`config.mk`:
```
export PLATFORM = sky130hd
export DESIGN_NAME = pot_filter_hysteresis_pickup_top_flat
export DESIGN_NICKNAME = d
export VERILOG_FILES = /design/src/rtl/pfhp_pkg.sv /design/src/rtl/pfhp_req_if.sv /design/src/rtl/pfhp_rsp_if.sv /design/src/rtl/pfhp_csr_if.sv /design/src/rtl/pfhp_filter.sv /design/src/rtl/pfhp_route.sv /design/src/rtl/pot_filter_hysteresis_pickup_top.sv /design/src/flat_wrapper.sv
export SDC_FILE = /design/constraint.sdc
export NUM_CORES = 1
export LEC_CHECK = 0
export BUFFER_PORTS_ARGS = -buffer_cell sky130_fd_sc_hd__buf_2
export CAP_MARGIN = 5
export CORE_MARGIN = 1
export CORE_UTILIZATION = 40
export CTS_CLUSTER_DIAMETER = 150
export CTS_CLUSTER_SIZE = 10
export DETAILED_ROUTE_END_ITERATION = 16
export PLACE_DENSITY = 0.57
export SLEW_MARGIN = 20
export SYNTH_ARGS = -nofsm -noshare
export SYNTH_HDL_FRONTEND = slang
export SYNTH_SLANG_ARGS = --single-unit
```
`constraint.sdc`:
```
create_clock -name clock -period 8.09 [get_ports clock]
set_clock_uncertainty 0.2 [all_clocks]
set_input_delay 1.618 -clock clock [delete_from_list [all_inputs] [get_ports clock]]
set_output_delay 1.618 -clock clock [all_outputs]
set_load 0.05 [all_outputs]
```
`src/rtl/pfhp_pkg.sv`:
```
package pfhp_pkg;

   localparam int VAL_W  = 16;
   localparam int CH_W   = 2;
   localparam int TOP_W  = 8;
   localparam int THR_W  = 2;
   localparam int SUM_W  = VAL_W + 3;
   localparam int STEP_W = VAL_W + 1;

   // threshold codes
   localparam logic [THR_W-1:0] THR_ALWAYS   = 2'd0;
   localparam logic [THR_W-1:0] THR_UNLOCKED = 2'd1;
   localparam logic [THR_W-1:0] THR_LOCKED   = 2'd2;

   localparam logic [STEP_W-1:0] STEP_UNLOCKED = STEP_W'(1 << (VAL_W - 10));
   localparam logic [STEP_W-1:0] STEP_LOCKED   = STEP_W'(1 << (VAL_W - 8));

   localparam logic [TOP_W:0] TAKEOVER_WINDOW = 9'd2;

   // command codes
   localparam logic CMD_SAMPLE = 1'b0;
   localparam logic CMD_LOCK   = 1'b1;

   // configuration register indexes
   localparam logic CSR_UNIT_MODE   = 1'b0;
   localparam logic CSR_SNAP_ENABLE = 1'b1;

   typedef enum logic [1:0] {
      MODE_TWIN   = 2'd0,
      MODE_SPLIT  = 2'd1,
      MODE_EDIT_A = 2'd2,
      MODE_EDIT_B = 2'd3
   } mode_type;

   typedef struct packed {
      logic             hit;
      logic [CH_W-1:0]  ch;
      logic [VAL_W-1:0] lp;
   } rpt_type;

   typedef struct packed {
      logic             pass;
      logic             to_unit_a;
      logic             to_unit_b;
      logic [CH_W-1:0]  param_index;
      logic [VAL_W-1:0] param_value;
   } res_type;

endpackage

```
`src/rtl/pfhp_req_if.sv`:
```
interface pfhp_req_if;
   logic        valid;
   logic        ready;
   logic        cmd;
   logic [1:0]  channel;
   logic [15:0] sample_value;

   modport source (output valid, cmd, channel, sample_value, input ready);
   modport sink (input valid, cmd, channel, sample_value, output ready);
endinterface

```
`src/rtl/pfhp_rsp_if.sv`:
```
interface pfhp_rsp_if;
   logic        valid;
   logic        ready;
   logic        to_unit_a;
   logic        to_unit_b;
   logic [1:0]  param_index;
   logic [15:0] param_value;

   modport source (output valid, to_unit_a, to_unit_b, param_index, param_value,
                   input ready);
   modport sink (input valid, to_unit_a, to_unit_b, param_index, param_value,
                 output ready);
endinterface

```
`src/rtl/pfhp_csr_if.sv`:
```
interface pfhp_csr_if;
   logic       valid;
   logic       ready;
   logic       addr;
   logic [1:0] data;

   modport source (output valid, addr, data, input ready);
   modport sink (input valid, addr, data, output ready);
endinterface

```
`src/rtl/pfhp_filter.sv`:
```
module pfhp_filter import pfhp_pkg::*; #(
   parameter int NUM_KNOBS = 4
) (
   input  logic             clock,
   input  logic             reset,
   input  logic             fire,
   input  logic             cmd,
   input  logic [CH_W-1:0]  channel,
   input  logic [VAL_W-1:0] sample_value,
   output rpt_type          rpt
);

   localparam int KIDX_W = (NUM_KNOBS > 1) ? $clog2(NUM_KNOBS) : 1;

   logic [VAL_W-1:0] filt_ff [NUM_KNOBS];
   logic [VAL_W-1:0] rep_ff  [NUM_KNOBS];
   logic [THR_W-1:0] thr_ff  [NUM_KNOBS];

   logic [KIDX_W-1:0] kidx;
   logic              ch_ok;
   logic [SUM_W-1:0]  sum;
   logic [VAL_W-1:0]  lp;
   logic [VAL_W-1:0]  cur;
   logic [STEP_W-1:0] step;
   logic              up_hit;
   logic              dn_hit;

   assign kidx  = KIDX_W'(channel);
   assign ch_ok = (int'(channel) < NUM_KNOBS);

   // lp = (sample + 7*lp) >> 3
   assign sum = SUM_W'(sample_value) + SUM_W'({filt_ff[kidx], 3'b000})
              - SUM_W'(filt_ff[kidx]);
   assign lp  = sum[SUM_W-1:3];
   assign cur = rep_ff[kidx];

   always_comb begin
      case (thr_ff[kidx])
         THR_ALWAYS:   step = '0;
         THR_UNLOCKED: step = STEP_UNLOCKED;
         default:      step = STEP_LOCKED;
      endcase
   end

   assign up_hit = ({1'b0, lp} >= ({1'b0, cur} + step));
   assign dn_hit = ({1'b0, cur} >= step) && ({1'b0, lp} <= ({1'b0, cur} - step));

   always_comb begin
      rpt.hit = (cmd == CMD_SAMPLE) && ch_ok
              && ((thr_ff[kidx] == THR_ALWAYS) || up_hit || dn_hit);
      rpt.ch  = channel;
      rpt.lp  = lp;
   end

   always_ff @(posedge clock) begin
      if (reset) begin
         for (int i = 0; i < NUM_KNOBS; i++) begin
            filt_ff[i] <= '0;
            rep_ff[i]  <= '0;
            thr_ff[i]  <= THR_ALWAYS;
         end
      end else if (fire) begin
         if (cmd == CMD_LOCK) begin
            for (int i = 0; i < NUM_KNOBS; i++) begin
               thr_ff[i] <= THR_LOCKED;
            end
         end else if (ch_ok) begin
            filt_ff[kidx] <= lp;
            if (rpt.hit) begin
               rep_ff[kidx] <= lp;
               thr_ff[kidx] <= THR_UNLOCKED;
            end
         end
      end
   end

endmodule

```
`src/rtl/pfhp_route.sv`:
```
module pfhp_route import pfhp_pkg::*; #(
   parameter int NUM_KNOBS = 4
) (
   input  logic     clock,
   input  logic     reset,
   input  logic     fire,
   input  logic     lock,
   input  rpt_type  rpt,
   input  mode_type unit_mode,
   input  logic     snap_enable,
   output res_type  res
);

   localparam int KIDX_W = (NUM_KNOBS > 1) ? $clog2(NUM_KNOBS) : 1;
   localparam int SIDX_W = $clog2(2 * NUM_KNOBS);

   logic [TOP_W-1:0] top_ff  [2*NUM_KNOBS];
   logic             snap_ff [NUM_KNOBS];

   logic [KIDX_W-1:0] kidx;
   logic [SIDX_W-1:0] sidx;
   logic [TOP_W-1:0]  top;
   logic [TOP_W:0]    diff;
   logic              single;
   logic              near;
   logic              pass;

   assign kidx   = KIDX_W'(rpt.ch);
   assign top    = rpt.lp[VAL_W-1:VAL_W-TOP_W];
   assign single = (unit_mode == MODE_EDIT_A) || (unit_mode == MODE_EDIT_B);
   // second unit's bytes sit one bank above the first
   assign sidx   = SIDX_W'(rpt.ch)
                 + ((unit_mode == MODE_EDIT_B) ? SIDX_W'(NUM_KNOBS) : SIDX_W'(0));

   always_comb begin
      if (top_ff[sidx] >= top) diff = {1'b0, top_ff[sidx] - top};
      else                     diff = {1'b0, top - top_ff[sidx]};
   end

   assign near = (diff <= TAKEOVER_WINDOW);
   assign pass = rpt.hit
              && (!single || !snap_enable || snap_ff[kidx] || near);

   always_comb begin
      res.pass        = pass;
      res.param_value = rpt.lp;
      case (unit_mode)
         MODE_TWIN: begin
            res.to_unit_a   = 1'b1;
            res.to_unit_b   = 1'b1;
            res.param_index = rpt.ch;
         end
         MODE_SPLIT: begin
            res.to_unit_a   = (rpt.ch < 2'd2);
            res.to_unit_b   = (rpt.ch >= 2'd2);
            res.param_index = (rpt.ch < 2'd2) ? rpt.ch : CH_W'(rpt.ch - 2'd2);
         end
         MODE_EDIT_A: begin
            res.to_unit_a   = 1'b1;
            res.to_unit_b   = 1'b0;
            res.param_index = rpt.ch;
         end
         default: begin
            res.to_unit_a   = 1'b0;
            res.to_unit_b   = 1'b1;
            res.param_index = rpt.ch;
         end
      endcase
   end

   always_ff @(posedge clock) begin
      if (reset) begin
         for (int i = 0; i < 2 * NUM_KNOBS; i++) begin
            top_ff[i] <= '0;
         end
         for (int i = 0; i < NUM_KNOBS; i++) begin
            snap_ff[i] <= 1'b0;
         end
      end else if (fire) begin
         if (lock) begin
            for (int i = 0; i < NUM_KNOBS; i++) begin
               snap_ff[i] <= 1'b0;
            end
         end else if (pass) begin
            // twin and split keep the first bank and leave snapping alone
            top_ff[sidx] <= top;
            if (single) begin
               snap_ff[kidx] <= 1'b1;
            end
         end
      end
   end

endmodule

```
`src/rtl/pot_filter_hysteresis_pickup_top.sv`:
```
// Knob front end for NUM_KNOBS channels: each sample word updates a one-pole
// filter, applies hysteresis against the last reported level, and routes the
// update by edit mode with optional soft takeover; a lock word raises every
// threshold and clears the snapped flags. One word is accepted per cycle while
// the input register is free or its word moves on. Each word passes through
// an input register, then the filter and routing logic that reads and updates
// the per-channel state, then the result register; only updates that pass are
// offered. Back-pressure on the result side stalls the input only while the
// result register is full. Configuration writes are always ready and take
// effect at once; change them only while the block is idle.
module pot_filter_hysteresis_pickup_top import pfhp_pkg::*; #(
   parameter int NUM_KNOBS = 4
) (
   input  logic       clock,
   input  logic       reset,
   pfhp_req_if.sink   req_bus,
   pfhp_rsp_if.source rsp_bus,
   pfhp_csr_if.sink   csr_bus
);

   logic             s1_vld_ff, s1_vld_in;
   logic             s1_cmd_ff;
   logic [CH_W-1:0]  s1_ch_ff;
   logic [VAL_W-1:0] s1_sample_ff;

   logic    out_vld_ff, out_vld_in;
   res_type out_ff;

   mode_type unit_mode_ff;
   logic     snap_enable_ff;

   logic    out_free;
   logic    fire;
   logic    in_take;
   rpt_type rpt;
   res_type res;

   assign out_free = !out_vld_ff || rsp_bus.ready;
   assign fire     = s1_vld_ff && out_free;
   assign req_bus.ready = !s1_vld_ff || out_free;
   assign in_take  = req_bus.valid && req_bus.ready;

   assign s1_vld_in  = req_bus.ready ? req_bus.valid : s1_vld_ff;
   assign out_vld_in = out_free ? (fire && res.pass) : out_vld_ff;

   always_ff @(posedge clock) begin
      if (reset) begin
         s1_vld_ff  <= 1'b0;
         out_vld_ff <= 1'b0;
      end else begin
         s1_vld_ff  <= s1_vld_in;
         out_vld_ff <= out_vld_in;
      end
   end

   always_ff @(posedge clock) begin
      if (in_take) begin
         s1_cmd_ff    <= req_bus.cmd;
         s1_ch_ff     <= req_bus.channel;
         s1_sample_ff <= req_bus.sample_value;
      end
      if (fire) begin
         out_ff <= res;
      end
   end

   assign csr_bus.ready = 1'b1;

   always_ff @(posedge clock) begin
      if (reset) begin
         unit_mode_ff   <= MODE_TWIN;
         snap_enable_ff <= 1'b0;
      end else if (csr_bus.valid) begin
         case (csr_bus.addr)
            CSR_UNIT_MODE:   unit_mode_ff   <= mode_type'(csr_bus.data);
            CSR_SNAP_ENABLE: snap_enable_ff <= csr_bus.data[0];
            default:         ;
         endcase
      end
   end

   pfhp_filter #(
      .NUM_KNOBS (NUM_KNOBS)
   ) u_filter (
      .clock        (clock),
      .reset        (reset),
      .fire         (fire),
      .cmd          (s1_cmd_ff),
      .channel      (s1_ch_ff),
      .sample_value (s1_sample_ff),
      .rpt          (rpt)
   );

   pfhp_route #(
      .NUM_KNOBS (NUM_KNOBS)
   ) u_route (
      .clock       (clock),
      .reset       (reset),
      .fire        (fire),
      .lock        (s1_cmd_ff == CMD_LOCK),
      .rpt         (rpt),
      .unit_mode   (unit_mode_ff),
      .snap_enable (snap_enable_ff),
      .res         (res)
   );

   assign rsp_bus.valid       = out_vld_ff;
   assign rsp_bus.to_unit_a   = out_ff.to_unit_a;
   assign rsp_bus.to_unit_b   = out_ff.to_unit_b;
   assign rsp_bus.param_index = out_ff.param_index;
   assign rsp_bus.param_value = out_ff.param_value;

endmodule

```
`src/flat_wrapper.sv`:
```
// flat-port wrapper written by rule: the top's interface ports become plain ports
module pot_filter_hysteresis_pickup_top_flat import pfhp_pkg::*;
#(
   parameter int NUM_KNOBS = 4
)
  (clock, reset, req_bus_valid, req_bus_cmd, req_bus_channel, req_bus_sample_value, req_bus_ready, rsp_bus_valid, rsp_bus_to_unit_a, rsp_bus_to_unit_b, rsp_bus_param_index, rsp_bus_param_value, rsp_bus_ready, csr_bus_valid, csr_bus_addr, csr_bus_data, csr_bus_ready);
  pfhp_req_if req_bus_i ();
  pfhp_rsp_if rsp_bus_i ();
  pfhp_csr_if csr_bus_i ();
  input  logic clock;
  input  logic reset;
  input wire logic [$bits(req_bus_i.valid)-1:0] req_bus_valid;
  input wire logic [$bits(req_bus_i.cmd)-1:0] req_bus_cmd;
  input wire logic [$bits(req_bus_i.channel)-1:0] req_bus_channel;
  input wire logic [$bits(req_bus_i.sample_value)-1:0] req_bus_sample_value;
  output wire logic [$bits(req_bus_i.ready)-1:0] req_bus_ready;
  output wire logic [$bits(rsp_bus_i.valid)-1:0] rsp_bus_valid;
  output wire logic [$bits(rsp_bus_i.to_unit_a)-1:0] rsp_bus_to_unit_a;
  output wire logic [$bits(rsp_bus_i.to_unit_b)-1:0] rsp_bus_to_unit_b;
  output wire logic [$bits(rsp_bus_i.param_index)-1:0] rsp_bus_param_index;
  output wire logic [$bits(rsp_bus_i.param_value)-1:0] rsp_bus_param_value;
  input wire logic [$bits(rsp_bus_i.ready)-1:0] rsp_bus_ready;
  input wire logic [$bits(csr_bus_i.valid)-1:0] csr_bus_valid;
  input wire logic [$bits(csr_bus_i.addr)-1:0] csr_bus_addr;
  input wire logic [$bits(csr_bus_i.data)-1:0] csr_bus_data;
  output wire logic [$bits(csr_bus_i.ready)-1:0] csr_bus_ready;
  assign req_bus_i.valid = req_bus_valid;
  assign req_bus_i.cmd = req_bus_cmd;
  assign req_bus_i.channel = req_bus_channel;
  assign req_bus_i.sample_value = req_bus_sample_value;
  assign req_bus_ready = req_bus_i.ready;
  assign rsp_bus_valid = rsp_bus_i.valid;
  assign rsp_bus_to_unit_a = rsp_bus_i.to_unit_a;
  assign rsp_bus_to_unit_b = rsp_bus_i.to_unit_b;
  assign rsp_bus_param_index = rsp_bus_i.param_index;
  assign rsp_bus_param_value = rsp_bus_i.param_value;
  assign rsp_bus_i.ready = rsp_bus_ready;
  assign csr_bus_i.valid = csr_bus_valid;
  assign csr_bus_i.addr = csr_bus_addr;
  assign csr_bus_i.data = csr_bus_data;
  assign csr_bus_ready = csr_bus_i.ready;
  pot_filter_hysteresis_pickup_top #(.NUM_KNOBS(NUM_KNOBS)) u_core (.clock(clock), .reset(reset), .req_bus(req_bus_i), .rsp_bus(rsp_bus_i), .csr_bus(csr_bus_i));
endmodule
```
==> flow_metrics.env <==
export IMPL_num_rows=66
export IMPL_drtAntennaViolNets=0
export IMPL_synth_edf_count=231
export IMPL_die_h_um=184
export IMPL_status="finished, final reports clean"
export IMPL_critPathRequiredTime_ps=8140
export IMPL_grt_pass1_wl_mm=51.1
export IMPL_hp_class="reg2reg"
export IMPL_layout_common_cells="231 x edfxtp_1, 169 x nor2_1, 95 x inv_1, 64 x ha_1, 57 x nand2_1"
export IMPL_grt_start_max_net_pins=51
export IMPL_synth_cell_type_count=67
export IMPL_max_freq_mhz=131
export IMPL_worstMarginPinSlew_ps=937
export IMPL_hold_ws_ps=246
export IMPL_rrSetupSlack_ps=450
export IMPL_io_buffer_count=48
export IMPL_cts_hold_buf=0
export IMPL_power_total_mw=4.82
export IMPL_critPathTopFamily="compound AO/OA/AOI/OAI gates"
export IMPL_numCtsBuffers=28
export IMPL_crit_end="u_core.u_route.top_ff[6][6]"
export IMPL_tns_ps=0
export IMPL_htreeDepth=1
export IMPL_place_hpwl_mm=22.6
export IMPL_finalSetupViolCount=0
export IMPL_initialDrtViolationCount=591
export IMPL_critPathSlowestCell="mux4_2"
export IMPL_netlist_area_um2=13200
export IMPL_synth_seq_cells=250
export IMPL_cp_max_fo=50
export IMPL_final_common_cell="edfxtp_1"
export IMPL_cts_tree="yes"
export IMPL_slew_viol_final=0
export IMPL_place_gp_congestion=0.915
export IMPL_reg2reg_to="u_core.u_route.top_ff[6][6]"
export IMPL_routed_via_density=5.44
export IMPL_synthesis_nets=1177
export IMPL_synth_avg_cell_area_um2=12.3
export IMPL_relSlewSlack_pct=37.4
export IMPL_synthTopCellsByArea="edfxtp_1 53%, mux4_2 8.5%, ha_1 6.1%, nor2_1 4.8%, dfxtp_1 2.9%"
export IMPL_grt_pass1_vias=8715
export IMPL_fp_coreArea_um2=32500
export IMPL_yosysWarnings=0
export IMPL_drv_cap=0
export IMPL_synthToLayoutAreaGrowth_pct=14.0
export IMPL_nets=1242
export IMPL_ioPinCount=50
export IMPL_p_leak_nw=5.88
export IMPL_path_depth=25
export IMPL_drc=0
export IMPL_vias=8702
export IMPL_cts_num_sinks=250
export IMPL_clk_latency_ps=560
export IMPL_hold_viol=0
export IMPL_powerDensity_nw_per_um2=320
export IMPL_start_util_pct=40.6
export IMPL_period_share_pct=94.5
export IMPL_end_kind="register"
export IMPL_async_flop_share_pct=0
export IMPL_cts_root_buf="clkbuf_16"
export IMPL_ir_drop_uv=176
export IMPL_synth_top_area_cell="edfxtp_1"
export IMPL_antenna_found_initial=0
export IMPL_die_w_um=184
export IMPL_worst_setup_path_start_kind="register"
export IMPL_min_period_ps=7640
export IMPL_die_area_um2=33700
export IMPL_n_antenna_cell=0
export IMPL_grt_usage_pct=20.0
export IMPL_wl_per_cell_um=20.5
export IMPL_dr_pass1_iters=5
export IMPL_crit_path_frequent_cell="a21oi_1"
export IMPL_globalRouteOverflowTotal=0
export IMPL_clk_pin_slew_ps=60
export IMPL_cpPeakStageDelay_ps=530
export IMPL_arrival_ps=7700
export IMPL_ys_seq_area_share_pct=55.4
export IMPL_drive_above_1_share_pct=18.2
export IMPL_cts_buffer_depth=3
export IMPL_fin_ws_ps=447
export IMPL_routed_wl_mm=32.8
export IMPL_r2r_cells=25
export IMPL_pre_cts_slack_ps=217
export IMPL_crit_type="reg2reg"
export IMPL_critPathBufInv=4
export IMPL_syn_inst=1071
export IMPL_synth_top_cell_area_share_pct=52.6
export IMPL_synth_top_flop_cell="edfxtp_1"
flip-flops by register name, indices dropped and copies added, names as in the netlist, named ones only:
signal and cells:
u_core.u_filter.filt_ff 64, u_core.s1_sample_ff 16, u_core.s1_ch_ff 2, u_core.rsp_bus.param_value 16, u_core.snap_enable_ff 1, u_core.rsp_bus.valid 1
u_core.u_route.snap_ff 4, u_core.rsp_bus.to_unit_b 1, u_core.rsp_bus.param_index 2, u_core.unit_mode_ff 2, u_core.s1_cmd_ff 1, u_core.u_filter.rep_ff 64
u_core.rsp_bus.to_unit_a 1, u_core.u_route.top_ff 64, u_core.u_filter.thr_ff 8, u_core.s1_vld_ff 1
synthesized netlist by cell type (9+ instances only):
library cell / count
a21o_1: 10
fa_1: 15
nand2b_1: 9
nor2b_1: 10
a21oi_1: 32
nor2_1: 169
nand2_1: 57
o21ai_0: 24
nor4_1: 29
ha_1: 64
clkbuf_1: 37
xnor2_1: 15
xor2_1: 20
inv_1: 96
edfxtp_1: 231
mux4_2: 50
dfxtp_1: 19
nor3_1: 39
nand3_1: 15
buf_1: 10
mux2i_1: 11
worst reg2reg max path, stage by stage (launching register included):
cell and delay, ps:
dfxtp_2 490, mux4_2 540, inv_1 130, fa_1 440, ha_1 350, a211o_1 310
o211ai_1 170, o311ai_0 270, a21oi_1 320, o21ai_0 170, a21o_1 250, a21oi_1 240
xor2_2 350, inv_1 240, fa_1 490, a21o_1 180, a21oi_1 210, xor2_1 180
o2111ai_1 140, a211oi_1 400, nor2_1 80, a32oi_1 330, nand4_2 150, buf_6 290
o31ai_4 280, buf_12 160
routing by layer:
| metal | vias to the layer above | track usage [%] | part of all wire, % |
|---|---|---|---|
| li1 | 4054 | - | - |
| met1 | 4369 | 28.4 | 46 |
| met2 | 229 | 32.1 | 47 |
| met3 | 50 | 2.50 | 4.6 |
| met4 | 0 | 5.53 | 2.3 |
| met5 | - | 0 | 0 |
worst min path at each step:
stage,cells past startpoint,startpoint,slack (ps),end
CTS,2,u_core.u_filter.thr_ff[0][0],240,u_core.u_filter.thr_ff[0][0]
finish,2,u_core.u_filter.thr_ff[0][0],250,u_core.u_filter.thr_ff[0][0]
global placement,2,u_core.u_filter.thr_ff[2][0],230,u_core.u_filter.thr_ff[2][0]
global route,2,u_core.u_filter.thr_ff[2][0],280,u_core.u_filter.thr_ff[2][0]
detailed placement,2,u_core.u_filter.thr_ff[0][0],230,u_core.u_filter.thr_ff[0][0]
floorplan,2,u_core.u_filter.thr_ff[2][0],220,u_core.u_filter.thr_ff[2][0]
timing repair:
item	CTS	global route
resized for setup	0	5
endpoints found under the setup margin	0	69
buffers inserted	0	4
power breakdown:
group,total (mW),internal [mW],switching (mW)
logic,2.10,0.711,1.39
registers,1.56,1.53,0.0324
clock network,1.15,0.649,0.504
per-stage QoR:
stage | util [%] | cell area [µm²] | instances
4_1_cts | 46.0 | 15000 | 1596
3_3_place_gp | 43.5 | 14200 | 1544
3_5_place_dp | 43.5 | 14200 | 1544
6_report | 46.2 | 15000 | 1600
2_1_floorplan | - | 13300 | 1071
5_1_grt | 46.2 | 15000 | 1600
cells by family (layout without fill, tap and decap cells):
| group | count (synthesis) | in the layout | share of synthesized area (%) |
|---|---|---|---|
| other | 1 | 1 | 0.0284 |
| AND/OR/NAND/NOR | 367 | 367 | 13.2 |
| flip-flops | 250 | 250 | 55.4 |
| AO/OA/AOI/OAI | 120 | 120 | 6.35 |
| XOR/XNOR | 35 | 35 | 2.32 |
| adder cells (fa/ha/maj) | 79 | 79 | 8.34 |
| multiplexers | 66 | 66 | 9.79 |
| buffers and inverters | 153 | 240 | 4.53 |
final cells by class:
| cell class | count | area (µm²) |
|---|---|---|
| fill | 3051 | 17500 |
| sequential | 250 | 7320 |
| multi-input combinational | 668 | 5400 |
| clock buffer | 51 | 787 |
| timing repair buffer | 92 | 603 |
| tap | 442 | 553 |
| inverter | 96 | 360 |
| clock inverter | 1 | 16.3 |
(Power assumes the default switching activity.)
